File: config.mk
export PLATFORM = sky130hd
export DESIGN_NAME = time_ordered_insert_queue_flat
export DESIGN_NICKNAME = d
export VERILOG_FILES = /design/src/sv/toiq_pkg.sv /design/src/sv/toiq_if.sv /design/src/sv/toiq_ram.sv /design/src/sv/toiq_ctrl.sv /design/src/sv/time_ordered_insert_queue.sv /design/src/flat_wrapper.sv
export VERILOG_INCLUDE_DIRS = /design/src /design/src/sv
export SDC_FILE = /design/constraint.sdc
export NUM_CORES = 1
export LEC_CHECK = 0
export BUFFER_PORTS_ARGS = -buffer_cell sky130_fd_sc_hd__buf_4
export CORE_MARGIN = 10
export CORE_UTILIZATION = 56
export DETAILED_ROUTE_END_ITERATION = 16
export HOLD_SLACK_MARGIN = 0.03
export MAX_ROUTING_LAYER = met4
export PLACE_DENSITY = 0.88
export SYNTH_ARGS = -nofsm -noshare
export SYNTH_HDL_FRONTEND = slang
export SYNTH_SLANG_ARGS = --single-unit
File: constraint.sdc
create_clock -name clk_i -period 6.3 [get_ports clk_i]
set_input_delay 0.315 -clock clk_i [delete_from_list [all_inputs] [get_ports clk_i]]
set_output_delay 0.315 -clock clk_i [all_outputs]
set_load 0.01 [all_outputs]
File: src/sv/time_ordered_insert_queue_defines.svh
// Assertion macros for the time ordered insert queue.
// Included by the top level; expects clk_i and rst_ni in scope.
`ifndef TIME_ORDERED_INSERT_QUEUE_DEFINES_SVH
`define TIME_ORDERED_INSERT_QUEUE_DEFINES_SVH

// The consequent must hold in the same cycle as the antecedent.
`define TOIQ_ASSERT_SAME(lbl, ante, cons, msg) \
  lbl: assert property (@(posedge clk_i) disable iff (!rst_ni) (ante) |-> (cons)) \
    else $error(msg);

// The consequent must hold in the cycle after the antecedent.
`define TOIQ_ASSERT_NEXT(lbl, ante, cons, msg) \
  lbl: assert property (@(posedge clk_i) disable iff (!rst_ni) (ante) |=> (cons)) \
    else $error(msg);

`endif

File: src/sv/toiq_pkg.sv
// Shared types and codes of the time ordered insert queue.
// No dependencies; used by the controller and the top level.
package toiq_pkg;

  localparam logic OP_ENQUEUE = 1'b0;
  localparam logic OP_DEQUEUE = 1'b1;

  localparam logic [1:0] STATUS_OK    = 2'd0;
  localparam logic [1:0] STATUS_FULL  = 2'd1;
  localparam logic [1:0] STATUS_EMPTY = 2'd2;

  typedef struct packed {
    logic [15:0] arr_time;
    logic [7:0]  pick_up;
    logic [7:0]  drop_off;
    logic [1:0]  kind;
    logic [9:0]  shelf_life;
  } entry_t;

  typedef enum logic [2:0] {
    ST_IDLE,
    ST_ENQ_READ,
    ST_ENQ_CMP,
    ST_ENQ_PUT,
    ST_FINISH
  } state_e;

  typedef enum logic [1:0] {
    RD_HEAD,
    RD_POS_M1,
    RD_POS_M2
  } rd_sel_e;

  typedef struct packed {
    logic in_valid;
    logic op;
    logic full;
    logic empty;
    logic pos_zero;
    logic pos_one;
    logic key_greater;
    logic out_free;
  } ctrl_status_t;

  typedef struct packed {
    logic       in_ready;
    logic       start;
    logic       load_status;
    logic [1:0] status_val;
    logic       rd_en;
    rd_sel_e    rd_sel;
    logic       wr_en;
    logic       wr_item;
    logic       pos_dec;
    logic       finish;
  } ctrl_cmd_t;

endpackage

File: src/sv/toiq_if.sv
// Handshake channels of the time ordered insert queue: request and response.
// Each carries valid, ready and the payload of one transaction.
interface toiq_in_if;
  logic        valid;
  logic        ready;
  logic        operation;
  logic [15:0] in_time;
  logic [7:0]  in_pick_up;
  logic [7:0]  in_drop_off;
  logic [1:0]  in_kind;
  logic [9:0]  in_shelf_life;

  modport source (
    output valid, operation, in_time, in_pick_up, in_drop_off, in_kind, in_shelf_life,
    input  ready
  );
  modport sink (
    input  valid, operation, in_time, in_pick_up, in_drop_off, in_kind, in_shelf_life,
    output ready
  );
endinterface

interface toiq_out_if;
  logic        valid;
  logic        ready;
  logic [1:0]  status;
  logic [15:0] out_time;
  logic [7:0]  out_pick_up;
  logic [7:0]  out_drop_off;
  logic [1:0]  out_kind;
  logic [9:0]  out_shelf_life;
  logic [4:0]  item_count;

  modport source (
    output valid, status, out_time, out_pick_up, out_drop_off, out_kind, out_shelf_life,
           item_count,
    input  ready
  );
  modport sink (
    input  valid, status, out_time, out_pick_up, out_drop_off, out_kind, out_shelf_life,
           item_count,
    output ready
  );
endinterface

File: src/sv/toiq_ram.sv
// Generic simple dual-port RAM: one write port, one read port with registered data.
// No dependencies.
module toiq_ram #(
  parameter int Width = 44,
  parameter int Depth = 16
) (
  input  logic                     clk_i,
  input  logic                     wr_en_i,
  input  logic [$clog2(Depth)-1:0] wr_addr_i,
  input  logic [Width-1:0]         wr_data_i,
  input  logic                     rd_en_i,
  input  logic [$clog2(Depth)-1:0] rd_addr_i,
  output logic [Width-1:0]         rd_data_o
);

  logic [Width-1:0] mem_q [Depth];
  logic [Width-1:0] rd_data_q;

  always_ff @(posedge clk_i) begin
    if (wr_en_i) begin
      mem_q[wr_addr_i] <= wr_data_i;
    end
    if (rd_en_i) begin
      rd_data_q <= mem_q[rd_addr_i];
    end
  end

  assign rd_data_o = rd_data_q;

endmodule

File: src/sv/toiq_ctrl.sv
// Sequencer of the time ordered insert queue: state register, next state and commands.
// Depends on toiq_pkg.
module toiq_ctrl (
  input  logic                  clk_i,
  input  logic                  rst_ni,
  input  toiq_pkg::ctrl_status_t status_i,
  output toiq_pkg::ctrl_cmd_t    cmd_o,
  output toiq_pkg::state_e       state_o
);
  import toiq_pkg::*;

  state_e state_q, state_d;

  always_ff @(posedge clk_i or negedge rst_ni) begin
    if (!rst_ni) begin
      state_q <= ST_IDLE;
    end else begin
      state_q <= state_d;
    end
  end

  always_comb begin
    state_d = state_q;
    case (state_q)
      ST_IDLE: begin
        if (status_i.in_valid) begin
          if (status_i.op == OP_ENQUEUE && !status_i.full) begin
            state_d = ST_ENQ_READ;
          end else begin
            state_d = ST_FINISH;
          end
        end
      end
      ST_ENQ_READ: begin
        state_d = status_i.pos_zero ? ST_ENQ_PUT : ST_ENQ_CMP;
      end
      ST_ENQ_CMP: begin
        if (!status_i.key_greater || status_i.pos_one) begin
          state_d = ST_ENQ_PUT;
        end
      end
      ST_ENQ_PUT: begin
        state_d = ST_FINISH;
      end
      ST_FINISH: begin
        if (status_i.out_free) begin
          state_d = ST_IDLE;
        end
      end
      default: state_d = ST_IDLE;
    endcase
  end

  always_comb begin
    cmd_o = '0;
    cmd_o.rd_sel = RD_HEAD;
    case (state_q)
      ST_IDLE: begin
        cmd_o.in_ready    = 1'b1;
        cmd_o.start       = status_i.in_valid;
        cmd_o.load_status = status_i.in_valid;
        if (status_i.op == OP_ENQUEUE) begin
          cmd_o.status_val = status_i.full ? STATUS_FULL : STATUS_OK;
        end else begin
          cmd_o.status_val = status_i.empty ? STATUS_EMPTY : STATUS_OK;
        end
        cmd_o.rd_en = status_i.in_valid && status_i.op == OP_DEQUEUE && !status_i.empty;
      end
      ST_ENQ_READ: begin
        cmd_o.rd_en  = !status_i.pos_zero;
        cmd_o.rd_sel = RD_POS_M1;
      end
      ST_ENQ_CMP: begin
        if (status_i.key_greater) begin
          cmd_o.wr_en   = 1'b1;
          cmd_o.pos_dec = 1'b1;
          cmd_o.rd_en   = !status_i.pos_one;
          cmd_o.rd_sel  = RD_POS_M2;
        end
      end
      ST_ENQ_PUT: begin
        cmd_o.wr_en   = 1'b1;
        cmd_o.wr_item = 1'b1;
      end
      ST_FINISH: begin
        cmd_o.finish = status_i.out_free;
      end
      default: cmd_o = '0;
    endcase
  end

  assign state_o = state_q;

endmodule

File: src/sv/time_ordered_insert_queue.sv
// Time ordered insert queue: entries live in a circular RAM, kept sorted from the head.
// An enqueue reads the last stored entry, then walks towards the head, shifting each stored entry
// with a later time up by one slot, and writes its item into the slot left free; the walk moves one
// entry per cycle. Dequeues and rejected transactions go straight to presenting their result.
// A new transaction is taken once the last result is presented, later while one waits unread.
// Reset empties the queue at once; the entry RAM itself is not cleared.
module time_ordered_insert_queue #(
  parameter int QUEUE_DEPTH = 16
) (
  input  logic       clk_i,
  input  logic       rst_ni,
  toiq_in_if.sink    in_i,
  toiq_out_if.source out_o
);
  import toiq_pkg::*;

  localparam int IdxW = $clog2(QUEUE_DEPTH);
  localparam int CntW = $clog2(QUEUE_DEPTH + 1);
  localparam int SumW = CntW + 1;
  localparam logic [CntW-1:0] DepthC = CntW'(QUEUE_DEPTH);

  function automatic logic [IdxW-1:0] phys_addr(input logic [IdxW-1:0] base,
                                                input logic [CntW-1:0] off);
    logic [SumW-1:0] sum;
    sum = SumW'(base) + SumW'(off);
    if (sum >= SumW'(QUEUE_DEPTH)) begin
      sum = sum - SumW'(QUEUE_DEPTH);
    end
    return sum[IdxW-1:0];
  endfunction

  ctrl_status_t ctrl_status;
  ctrl_cmd_t    cmd;
  state_e       state;

  logic [CntW-1:0] count_q, count_d;
  logic [IdxW-1:0] head_q, head_d;
  logic [CntW-1:0] pos_q, pos_d;
  logic            op_q;
  logic [1:0]      status_q;
  entry_t          item_q;
  logic            out_valid_q;

  logic [IdxW-1:0] rd_addr, wr_addr;
  logic [CntW-1:0] rd_off;
  entry_t          rd_data, wr_data;

  toiq_ram #(
    .Width ($bits(entry_t)),
    .Depth (QUEUE_DEPTH)
  ) u_ram (
    .clk_i     (clk_i),
    .wr_en_i   (cmd.wr_en),
    .wr_addr_i (wr_addr),
    .wr_data_i (wr_data),
    .rd_en_i   (cmd.rd_en),
    .rd_addr_i (rd_addr),
    .rd_data_o (rd_data)
  );

  toiq_ctrl u_ctrl (
    .clk_i    (clk_i),
    .rst_ni   (rst_ni),
    .status_i (ctrl_status),
    .cmd_o    (cmd),
    .state_o  (state)
  );

  always_comb begin
    ctrl_status.in_valid    = in_i.valid;
    ctrl_status.op          = in_i.operation;
    ctrl_status.full        = count_q == DepthC;
    ctrl_status.empty       = count_q == '0;
    ctrl_status.pos_zero    = pos_q == '0;
    ctrl_status.pos_one     = pos_q == CntW'(1);
    ctrl_status.key_greater = rd_data.arr_time > item_q.arr_time;
    ctrl_status.out_free    = !out_valid_q || out_o.ready;
  end

  assign in_i.ready = cmd.in_ready;

  always_comb begin
    case (cmd.rd_sel)
      RD_HEAD:   rd_off = '0;
      RD_POS_M1: rd_off = pos_q - CntW'(1);
      RD_POS_M2: rd_off = pos_q - CntW'(2);
      default:   rd_off = '0;
    endcase
  end

  assign rd_addr = phys_addr(head_q, rd_off);
  assign wr_addr = phys_addr(head_q, pos_q);
  assign wr_data = cmd.wr_item ? item_q : rd_data;

  always_comb begin
    pos_d   = pos_q;
    count_d = count_q;
    head_d  = head_q;
    if (cmd.start) begin
      pos_d = count_q;
    end else if (cmd.pos_dec) begin
      pos_d = pos_q - CntW'(1);
    end
    if (cmd.finish && status_q == STATUS_OK) begin
      if (op_q == OP_ENQUEUE) begin
        count_d = count_q + CntW'(1);
      end else begin
        count_d = count_q - CntW'(1);
        head_d  = phys_addr(head_q, CntW'(1));
      end
    end
  end

  always_ff @(posedge clk_i or negedge rst_ni) begin
    if (!rst_ni) begin
      count_q     <= '0;
      head_q      <= '0;
      pos_q       <= '0;
      op_q        <= OP_ENQUEUE;
      status_q    <= STATUS_OK;
      out_valid_q <= 1'b0;
    end else begin
      count_q <= count_d;
      head_q  <= head_d;
      pos_q   <= pos_d;
      if (cmd.load_status) begin
        op_q     <= in_i.operation;
        status_q <= cmd.status_val;
      end
      if (cmd.finish) begin
        out_valid_q <= 1'b1;
      end else if (out_o.ready) begin
        out_valid_q <= 1'b0;
      end
    end
  end

  always_ff @(posedge clk_i) begin
    if (cmd.start) begin
      item_q.arr_time   <= in_i.in_time;
      item_q.pick_up    <= in_i.in_pick_up;
      item_q.drop_off   <= in_i.in_drop_off;
      item_q.kind       <= in_i.in_kind;
      item_q.shelf_life <= in_i.in_shelf_life;
    end
    if (cmd.finish) begin
      out_o.status     <= status_q;
      out_o.item_count <= 5'(count_d);
      if (op_q == OP_DEQUEUE && status_q == STATUS_OK) begin
        out_o.out_time       <= rd_data.arr_time;
        out_o.out_pick_up    <= rd_data.pick_up;
        out_o.out_drop_off   <= rd_data.drop_off;
        out_o.out_kind       <= rd_data.kind;
        out_o.out_shelf_life <= rd_data.shelf_life;
      end else begin
        out_o.out_time       <= '0;
        out_o.out_pick_up    <= '0;
        out_o.out_drop_off   <= '0;
        out_o.out_kind       <= '0;
        out_o.out_shelf_life <= '0;
      end
    end
  end

  assign out_o.valid = out_valid_q;

`include "time_ordered_insert_queue_defines.svh"

  `TOIQ_ASSERT_NEXT(a_count_only_at_finish, !cmd.finish, $stable(count_q), "count changed outside finish")
  `TOIQ_ASSERT_SAME(a_full_reject_when_full, cmd.finish && status_q == STATUS_FULL, count_q == DepthC, "full reject with free slots")
  `TOIQ_ASSERT_SAME(a_walk_in_range, state == ST_ENQ_CMP, pos_q != '0 && pos_q <= count_q, "insert walk out of range")
  `TOIQ_ASSERT_NEXT(a_finish_shows_result, cmd.finish, out_valid_q, "finished transaction not presented")

endmodule
File: src/flat_wrapper.sv
// flat-port wrapper written by rule: the top's interface ports become plain ports
module time_ordered_insert_queue_flat import toiq_pkg::*;
#(
  parameter int QUEUE_DEPTH = 16
)
  (clk_i, rst_ni, in_i_valid, in_i_operation, in_i_in_time, in_i_in_pick_up, in_i_in_drop_off, in_i_in_kind, in_i_in_shelf_life, in_i_ready, out_o_valid, out_o_status, out_o_out_time, out_o_out_pick_up, out_o_out_drop_off, out_o_out_kind, out_o_out_shelf_life, out_o_item_count, out_o_ready);
  toiq_in_if in_i_i ();
  toiq_out_if out_o_i ();
  input  logic clk_i;
  input  logic rst_ni;
  input wire logic [$bits(in_i_i.valid)-1:0] in_i_valid;
  input wire logic [$bits(in_i_i.operation)-1:0] in_i_operation;
  input wire logic [$bits(in_i_i.in_time)-1:0] in_i_in_time;
  input wire logic [$bits(in_i_i.in_pick_up)-1:0] in_i_in_pick_up;
  input wire logic [$bits(in_i_i.in_drop_off)-1:0] in_i_in_drop_off;
  input wire logic [$bits(in_i_i.in_kind)-1:0] in_i_in_kind;
  input wire logic [$bits(in_i_i.in_shelf_life)-1:0] in_i_in_shelf_life;
  output wire logic [$bits(in_i_i.ready)-1:0] in_i_ready;
  output wire logic [$bits(out_o_i.valid)-1:0] out_o_valid;
  output wire logic [$bits(out_o_i.status)-1:0] out_o_status;
  output wire logic [$bits(out_o_i.out_time)-1:0] out_o_out_time;
  output wire logic [$bits(out_o_i.out_pick_up)-1:0] out_o_out_pick_up;
  output wire logic [$bits(out_o_i.out_drop_off)-1:0] out_o_out_drop_off;
  output wire logic [$bits(out_o_i.out_kind)-1:0] out_o_out_kind;
  output wire logic [$bits(out_o_i.out_shelf_life)-1:0] out_o_out_shelf_life;
  output wire logic [$bits(out_o_i.item_count)-1:0] out_o_item_count;
  input wire logic [$bits(out_o_i.ready)-1:0] out_o_ready;
  assign in_i_i.valid = in_i_valid;
  assign in_i_i.operation = in_i_operation;
  assign in_i_i.in_time = in_i_in_time;
  assign in_i_i.in_pick_up = in_i_in_pick_up;
  assign in_i_i.in_drop_off = in_i_in_drop_off;
  assign in_i_i.in_kind = in_i_in_kind;
  assign in_i_i.in_shelf_life = in_i_in_shelf_life;
  assign in_i_ready = in_i_i.ready;
  assign out_o_valid = out_o_i.valid;
  assign out_o_status = out_o_i.status;
  assign out_o_out_time = out_o_i.out_time;
  assign out_o_out_pick_up = out_o_i.out_pick_up;
  assign out_o_out_drop_off = out_o_i.out_drop_off;
  assign out_o_out_kind = out_o_i.out_kind;
  assign out_o_out_shelf_life = out_o_i.out_shelf_life;
  assign out_o_item_count = out_o_i.item_count;
  assign out_o_i.ready = out_o_ready;
  time_ordered_insert_queue #(.QUEUE_DEPTH(QUEUE_DEPTH)) u_core (.clk_i(clk_i), .rst_ni(rst_ni), .in_i(in_i_i), .out_o(out_o_i));
endmodule
# ---- Word level (Yosys, flattened, before mapping)
# Memories as Yosys holds them, arrays and structs flattened. A register that Yosys moved wholly into a read port is not among the register bits.
# Index checks and enable logic that the tools add are counted.
dict set report op_classes {
  addsub 10
  reduce_logical 21
  n_bitwise 1
  n_lt_le_gt_ge 4
  n_mux 31
  n_eq_ne 11
}
# cell n
set op_table {}
lappend op_table {{$mux W44} 1}
lappend op_table {{$mux W5} 5}
lappend op_table {{$gt A16 B16 Y1} 1}
lappend op_table {{$mux W4} 4}
lappend op_table {{$pmux W3 S5} 1}
lappend op_table {{$add A4 B5 Y6} 2}
lappend op_table {{$ge A6 B5 Y1 const B} 2}
lappend op_table {{$mux W3} 4}
lappend op_table {{$sub A4 B1 Y4 const B} 3}
lappend op_table {{$logic_not A5 Y1} 2}
lappend op_table {{$mux W1} 10}
lappend op_table {{$pmux W5 S2} 1}
lappend op_table {{$sub A5 B1 Y5 const B} 2}
lappend op_table {{$eq A3 B2 Y1 const B} 2}
lappend op_table {{$logic_not A1 Y1} 6}
lappend op_table {{$ne A2 B2 Y1 const B} 3}
lappend op_table {{$add A4 B1 Y5 const B} 1}
lappend op_table {{$add A5 B1 Y5 const B} 1}
lappend op_table {{$eq A5 B1 Y1 const B} 1}
lappend op_table {{$eq A5 B5 Y1 const B} 1}
lappend op_table {{$ge A5 B5 Y1 const B} 1}
lappend op_table {{$logic_and A1 B1 Y1} 5}
lappend op_table {{$sub A5 B2 Y5 const B} 1}
lappend op_table {{$mux W2} 2}
lappend op_table {{14 further kinds} 16}
dict set report totals {
  elab_cells 98
  ram_bits 704
  mem_count 1
  inputBits 49
  register_bits 116
}
# name words width read_ports rd_clocked_by_memory_dff wr line
set mem_list {}
lappend mem_list {u_core.u_ram.mem_q 16 44 1 1 1 toiq_ram.sv:16} ;# logic [Width-1:0] mem_q [Depth];

# ---- Longest topological paths before layout
# Gate-level depths: netlist (run 1).
dict set report depth {
  ltp_word 9
  depth_mapped 18
  depth_no_buf 17
}

# ---- Cells and area by module
# Synthesis (run 1) repeated with hierarchy kept, for this count alone.
dict set report hier_totals {
  hier_cells 1555
  area_unflattened_um2 33368.3
}
# mod seq_area_each_um2 area_each_um2 instances cells_per_inst
set modules_own_cells {}
lappend modules_own_cells {toiq_ram 22461.5 27706.6 1 1142}
lappend modules_own_cells {time_ordered_insert_queue 3303.2 5368.9 1 376}
lappend modules_own_cells {toiq_ctrl 75.1 292.8 1 37}

# ---- Least setup slack after synthesis (run 1)
# Ideal clock, no wire load.
dict set report synth_path {
  path_type {register -> register}
  start {reg u_core.u_ram.rd_data_q[43], in the netlist u_core.u_ram.rd_data_o[43] (read register of u_core.u_ram.mem_q)}
  end {mem u_core.u_ram.mem_q[11][0] (enable)}
  setup_slack_ns -0.492
  arrival_ns 6.222
  setup_ns 0.570
  stages_incl_launch_ff 8
  t_required_ns 5.730
  path_buffers 0
  cell_sequence {edfxtp_1 -> ha_1 -> nand4_1 -> nor3_2 -> a21boi_2 -> or4_4 -> a21boi_4 -> nor4b_1}
}
dict set report synth_via {
  elab_chain_len 5
}
# item line
set synth_rtl {}
lappend synth_rtl {{from (decl)} toiq_ram.sv:17} ;# logic [Width-1:0] rd_data_q;
lappend synth_rtl {{$gt A16 B16 Y1} time_ordered_insert_queue.sv:76} ;# ctrl_status.key_greater = rd_data.arr_time > item_q.arr_time;
lappend synth_rtl {{$mux W4} toiq_ctrl.sv:74} ;# if (status_i.key_greater) begin
lappend synth_rtl {{$pmux W1 S2} toiq_ctrl.sv:57} ;# case (state_q)
lappend synth_rtl {{$mux W1} toiq_ram.sv:20} ;# if (wr_en_i) begin
lappend synth_rtl {{$mux W1 (implied by the code)} toiq_ram.sv:21} ;# mem_q[wr_addr_i] <= wr_data_i;
lappend synth_rtl {{to (decl)} toiq_ram.sv:16}
# No other way between the ends.

# ---- Worst setup path in the final report (run 1)
dict set report layout_path {
  start {reg u_core.item_q[42] in the netlist's numbering}
  end {reg u_core.u_ram.rd_data_q[22], in the netlist u_core.u_ram.rd_data_o[22] (read register of u_core.u_ram.mem_q) (data pin)}
}
dict set report layout_via {
  elab_chain_len 8
}
# item line
set layout_rtl {}
lappend layout_rtl {{from (decl)} time_ordered_insert_queue.sv:41} ;# entry_t item_q;
lappend layout_rtl {{$gt A16 B16 Y1 (*)} time_ordered_insert_queue.sv:76}
lappend layout_rtl {{$mux W4 (*)} toiq_ctrl.sv:74}
lappend layout_rtl {{$pmux W2 S2} toiq_ctrl.sv:57}
lappend layout_rtl {{$eq A2 B2 Y1 or $eq A2 B1 Y1 (tied branches)} time_ordered_insert_queue.sv:83} ;# case (cmd.rd_sel)
lappend layout_rtl {{$pmux W5 S2} time_ordered_insert_queue.sv:83}
lappend layout_rtl {{$add A4 B5 Y6} time_ordered_insert_queue.sv:25} ;# sum = SumW'(base) + SumW'(off);
lappend layout_rtl {{$ge A6 B5 Y1 or $sub A4 B1 Y4 (tied branches)} {time_ordered_insert_queue.sv:26, time_ordered_insert_queue.sv:27}}
lappend layout_rtl {{$mux W4} time_ordered_insert_queue.sv:26} ;# if (sum >= SumW'(QUEUE_DEPTH)) begin
# Mark *: on every way between the ends. The rest lies on a longest branch, timed or not.
# A chain may end at the register's enable or synchronous reset.

==> flow_summary.toml, run 1 <==
[status]
run_status = "finished, final reports clean"

[pwr]
powerDensity_nw_per_um2 = 565.5
p_clk_share_pct = 22.8
internal_power_w = 0.01479
p_leak_nw = 13.24
comb_power_share_pct = 37.7
vdd_drop_max_mv = 0.4079
netSwitchingFraction_pct = 32.94
p_seq_share_pct = 39.6
p_switching_w = 0.007265
power_w = 0.02206

[synth]
synth_top_area_share_pct = 74.68
avgSynthCellArea_um2 = 22.92
synthArstFlopShare_pct = 2.431
yosysUniqueCellTypes = 51
netlist_area_um2 = 33900
synth_top_area_cell = "edfxtp_1"
synth_seq_area_share_pct = 76.23
syn_inst = 1479
synth_area_leaders = "edfxtp_1 75%, mux4_2 8.4%, mux4_1 7.2%, dfrtp_1 1.6%, ha_1 1.2%"
synth-seq-cells = 864
synth_edf_count = 843
ys.warnings.count = 0
syn_nets = 1564
ys.flop_type = "edfxtp_1"

[die]
die_h_um = 266.0
die_w_um = 266.0
dieArea_um2 = 70770
io-pin-count = 102
initial_utilization_pct = 56.37
core_area_um2 = 60130
rows = 90

[setup_path]
max_stage_delay_ns = 0.96
reg2reg_from = "u_core.item_q[42]"
r2r_cells = 14
cp-start-kind = "flip-flop"
path_max_fanout = 36
rrSetupSlack_ns = 0.50
required_ns = 6.65
worstPathArrival_ns = 6.15
critical_path.cell_chain = "inv_1 > ha_1 > nand4_1 > nor3_2 > a21boi_2 > nor4_2 > nor2_2 > ha_1 > mux2_2 > ha_4 > fa_4 > buf_4 > mux4_2 > mux4_1"
crit_type = "flip-flop to flip-flop"
cp_common_cell = "ha_1"
slowest_stage = "fa_4"
crit_start = "u_core.item_q[42]"
endpoint = "u_core.u_ram.rd_data_o[22]"
r2r_end = "u_core.u_ram.rd_data_o[22]"
critPathCaptureType = "flip-flop"

[finish]
final_layout_size_suffix_gt1_share_pct = 25.88
fin_area_um2 = 39010
syn2layout_area_growth_pct = 15.07
final_common_cell = "edfxtp_1"
nFillCells = 3640
seq_area_um2 = 25840
diodes = 0
nets = 1783
layout_common_cells = "843 x edfxtp_1, 148 x buf_4, 127 x mux4_2"
fin_cells = 2544
multi_input_area_um2 = 7681

[drt]
routedWlPerCell_um = 34.29
via_count = 17370
first_iter_violations = 2236
first_pass_iters = 5
via_per_inst = 6.829
drc = 0
postRouteAntennaNets = 0
routed_wl_mm = 87.24

[cts]
root_buffer = "clkbuf_16"
cts.reportedPaths.clkPinSlew_ns = 0.07
clkSinkCount = 864
cts_tree = "done"
cts_setup_buffers = 0
cts_max_level = 3
cts_made_buffers = 81
cts_buffer_depth = 3
clock_latency_ns = 0.64

[min_path]
hp-class = "primary input to asynchronous set/reset pin"

[global_route]
antenna_found_initial = 1
use_met1_pct = 30.60
grt_pass1_vias = 18120
grt_util_met2_pct = 41.87
met3_usage_pct = 6.090
grt-ovfl-total = 0
grtUsageTotal_pct = 25.75
grt_max_degree = 65
grt_first_pass_wirelength_mm = 126.8
top_usage_layer = "met2"

[sta]
finalCriticalPeriod_ns = 5.798
slew_viol_final = 0
fmax_mhz = 172.5
fin_ws_ns = 0.5024
hold_violations = 0
tightest_slew_ns = 1.354
worst_clock_skew_ns = 0.02970
period_share_pct = 92.03
rsz0062_at_grt = "false"
final.setup.tns_ns = 0
slew_headroom_pct = 9.270
setup_viol = 0

[place]
port_buffers = 101
place.gp.congestion = 0.8099
place_inst = 2347
hpwl_mm = 40.66
dpl_cell_area_um2 = 35840
dp_slack_ns = 0.8134

[job]
drv_cap = 0
metal layers:
metal / routed length [um] / share of wire [%] / vias to the layer above
met5: 0 / 0 / -
met1: 29460 / 34 / 8956
li1: - / - / 6734
met2: 44230 / 51 / 1405
met4: 4090 / 4.7 / 0
met3: 9466 / 11 / 277
synth_stat cells, types with 8 or more instances:
library cell / instances
dfrtp_1: 21
o21ai_0: 24
and3_1: 45
buf_6: 20
ha_1: 33
edfxtp_1: 843
nand3_1: 8
nor2_1: 13
inv_1: 29
a21oi_1: 14
mux4_1: 93
buf_2: 9
mux4_2: 127
xnor2_1: 9
mux2_2: 31
nor3_1: 13
nand2_1: 43
clkbuf_1: 35
flip-flops by register name, summed over array words and instances, names as in the netlist, 5 cells and up:
register                     count
u_core.u_ram.mem_q             704
u_core.item_q                   44
u_core.out_o.item_count          5
u_core.out_o.out_pick_up         8
u_core.out_o.out_shelf_life     10
u_core.out_o.out_time           16
u_core.pos_q                     5
u_core.count_q                   5
u_core.u_ram.rd_data_o          44
u_core.out_o.out_drop_off        8
power by group through the flow:
stage	Clock, W	Sequential, W	Combinational [W]
final	0.00502	0.00873	0.00831
after detailed placement	0	0.00877	0.00784
after global routing	0.00527	0.00878	0.00873
after CTS	0.00505	0.00872	0.00819
after floorplan	0	0.00869	0.00568
after global placement	0	0.00872	0.00739
worst max-delay path, delay by kind of cell (launching register included):
family | cells | cell delay, ns
adders and majority gates | 4 | 1.72
muxes | 3 | 1.32
and+or+nand+nor | 4 | 1.12
buffers and inverters | 2 | 0.66
DFF | 1 | 0.47
AOI/OAI and AO/OA | 1 | 0.18
cell families after synthesis:
family                   share of synthesized area, %
AO/OA/AOI/OAI                                   1.211
flip-flops                                      76.23
adder cells (fa/ha/maj)                         1.395
AND/OR/NAND/NOR                                 2.421
buffers and inverters                           1.609
multiplexers                                    16.68
XOR/XNOR                                       0.4614
worst min path at each step:
stage	startpoint	to	slack, ns
3_5_place_dp	rst_ni	u_core.out_o.valid	0.22
3_3_place_gp	rst_ni	u_core.out_o.valid	0.21
6_report	rst_ni	u_core.head_q[3]	0.11
4_1_cts	rst_ni	u_core.count_q[0]	0.11
5_1_grt	rst_ni	u_core.count_q[0]	0.15
2_1_floorplan	rst_ni	u_core.count_q[0]	0.02
area by class of cell:
| cell class | count | area share [%] |
|---|---|---|
| well taps | 782 | 2.508 |
| inverters | 29 | 0.2791 |
| clock buffers | 98 | 5.524 |
| flip-flops and latches | 864 | 66.25 |
| multi-input cells | 520 | 19.69 |
| clock inverters | 49 | 1.338 |
| repair buffers | 202 | 4.414 |
metrics by stage:
| step | util [%] | hold WS, ns |
|---|---|---|
| after floorplan | - | 0.01941 |
| after global placement | 59.60 | 0.2116 |
| after global routing | 64.87 | 0.1464 |
| final | 64.87 | 0.1140 |
| after detailed placement | 59.60 | 0.2167 |
| after CTS | 64.83 | 0.1066 |
timing repair:
item | CTS | global route
endpoints found under the setup margin | 0 | 0
hold buffers | 47 | 0
endpoints found under the hold margin | 69 | 0
gates resized for setup | 0 | 0
Note: power is estimated with default switching activity, not from simulation.
==> inputs of run 2 (changes only) <==
CORE_UTILIZATION = 58   (was 56)
CTS_BUF_LIST = sky130_fd_sc_hd__clkbuf_2 sky130_fd_sc_hd__clkbuf_4 sky130_fd_sc_hd__clkbuf_8   (was not set)
PLACE_DENSITY = 0.9   (was 0.88)
RECOVER_POWER = 25   (was not set)
==> flow_summary.toml, run 2 (same netlist as run 1, synthesis figures left out) <==
[setup_path]
required_ns = 6.81
cp_common_cell = "ha_1"
r2r_end = "u_core.u_ram.rd_data_o[16]"
reg2reg_from = "u_core.u_ram.rd_data_o[29]"
r2r_cells = 13
cp_num_buf_inv = 1
worstPathArrival_ns = 6.30
rrSetupSlack_ns = 0.51
critical_path.cell_chain = "ha_1 > nor2b_1 > o211ai_1 > a21boi_2 > nor4_2 > nor2_2 > ha_1 > mux2_2 > ha_4 > fa_4 > buf_4 > mux4_2 > mux4_1"
endpoint = "u_core.u_ram.rd_data_o[16]"
crit_family = "adder cells"
path_max_fanout = 41
crit_start = "u_core.u_ram.rd_data_o[29]"
max_stage_delay_ns = 1.31
critPathCaptureType = "flip-flop"
slowest_stage = "fa_4"
cp-start-kind = "flip-flop"
crit_type = "flip-flop to flip-flop"
crit_cells = 13

[sta]
tightest_slew_ns = 4.104
fmax_mhz = 172.6
slew_headroom_pct = -173.6
rsz0062_at_grt = "false"
finalCriticalPeriod_ns = 5.795
worst_clock_skew_ns = 0.04222
setup_viol = 0
hold_violations = 0
period_share_pct = 91.98
slew_viol_final = 215
final.setup.tns_ns = 0

[die]
dieArea_um2 = 68520
rows = 88
io-pin-count = 102
die_h_um = 261.8
die_w_um = 261.8
initial_utilization_pct = 58.64
core_area_um2 = 57810

[cts]
cts_setup_buffers = 0
clkSinkCount = 864
cts_buffer_depth = 3
cts_tree = "done"
clock_latency_ns = 0.80
root_buffer = "clkbuf_8"
cts.reportedPaths.clkPinSlew_ns = 0.07
cts_max_level = 4
cts_made_buffers = 133

[finish]
nFillCells = 3328
final_layout_size_suffix_gt1_share_pct = 25.16
nets = 1831
layout_common_cells = "843 x edfxtp_1, 137 x clkbuf_8, 127 x mux4_2"
top_register = "u_core.u_ram.mem_q"
final_util_pct = 66.73
largest_reg_flops = 704
final_common_cell = "edfxtp_1"
syn2layout_area_growth_pct = 13.79

[drt]
drc = 0
via_count = 17100
first_iter_violations = 2215
routedWlPerCell_um = 29.93
routed_wl_mm = 78.24
postRouteAntennaNets = 0
via_per_inst = 6.542
first_pass_iters = 6

[global_route]
grtUsageTotal_pct = 24.17
grt-ovfl-total = 0
grt_pass1_vias = 17960
antenna_found_initial = 1
grt_first_pass_wirelength_mm = 116.6
grt_max_degree = 61

[place]
port_buffers = 101
hpwl_mm = 40.09
place.gp.congestion = 0.8154

[min_path]
hp-class = "primary input to flip-flop"
holdPathStages = 2
hp-start = "in_i_in_drop_off[7]"

[status]
run_status = "finished, violations left"
violations = "capacitance limit, slew limit"

[job]
drv_cap = 4

[pwr]
p_leak_nw = 12.99
powerDensity_nw_per_um2 = 546.5
vdd_drop_max_mv = 0.4014
run 2: report_power, final:
part	leakage [nW]	switching, W	internal [W]
Combinational	3.76	0.00430	0.00349
Clock	1.33	0.00212	0.00238
Sequential	7.90	0.000461	0.00833
Total	13.0	0.00688	0.0142
run 2: final cells by class:
type                    count  area, um^2  share of cell area, %
clock inverters            61       365.4                 0.9472
clock buffers             176        2178                  5.647
inverters                  29       108.9                 0.2822
diodes                      1       2.502               0.006488
repair buffers            198        1438                  3.727
multi-input cells         520        7682                  19.92
flip-flops and latches    864       25840                  66.99
well taps                 765       957.2                  2.482
run 2: timing repair:
item                       in CTS  in global routing
resized for setup               0                  0
hold buffers                   49                  0
setup endpoints to repair       0                  0
hold endpoints to repair       71                  0
run 2: worst reg2reg max path, stage by stage (launching register included):
cell,delay (ns)
edfxtp_1,0.44
ha_1,0.35
nor2b_1,0.16
o211ai_1,0.34
a21boi_2,0.12
nor4_2,0.60
nor2_2,0.15
ha_1,0.31
mux2_2,0.31
ha_4,0.18
fa_4,1.31
buf_4,0.41
mux4_2,0.35
mux4_1,0.51
run 2: routing by layer:
metal	share of wire [%]	vias up	track usage, %
met5	0	-	-
met2	52	1183	39.29
met3	9.0	191	4.882
met4	3.0	0	8.894
li1	-	6853	-
met1	36	8873	30.06
run 2: worst min-delay path by stage:
stage               slack [ns]                  to
finish                    0.26   u_core.item_q[19]
global route              0.23   u_core.item_q[18]
CTS                       0.18   u_core.item_q[39]
detailed placement        0.21  u_core.status_q[1]
global placement          0.21  u_core.out_o.valid
floorplan                 0.02   u_core.count_q[0]
run 2: per-stage QoR:
stage / total power (W) / instances / hold slack, ns / setup slack (ns) / area (um^2)
floorplan: 0.01436 / 1479 / 0.01941 / -0.4921 / 33910
global placement: 0.01614 / 2327 / 0.2060 / 0.7877 / 35800
detailed placement: 0.01666 / 2327 / 0.2085 / 0.5851 / 35800
CTS: 0.02117 / 2613 / 0.1810 / 0.5593 / 38830
global route: 0.02193 / 2614 / 0.2346 / 0.3567 / 38570
finish: 0.02108 / 2614 / 0.2582 / 0.5054 / 38570
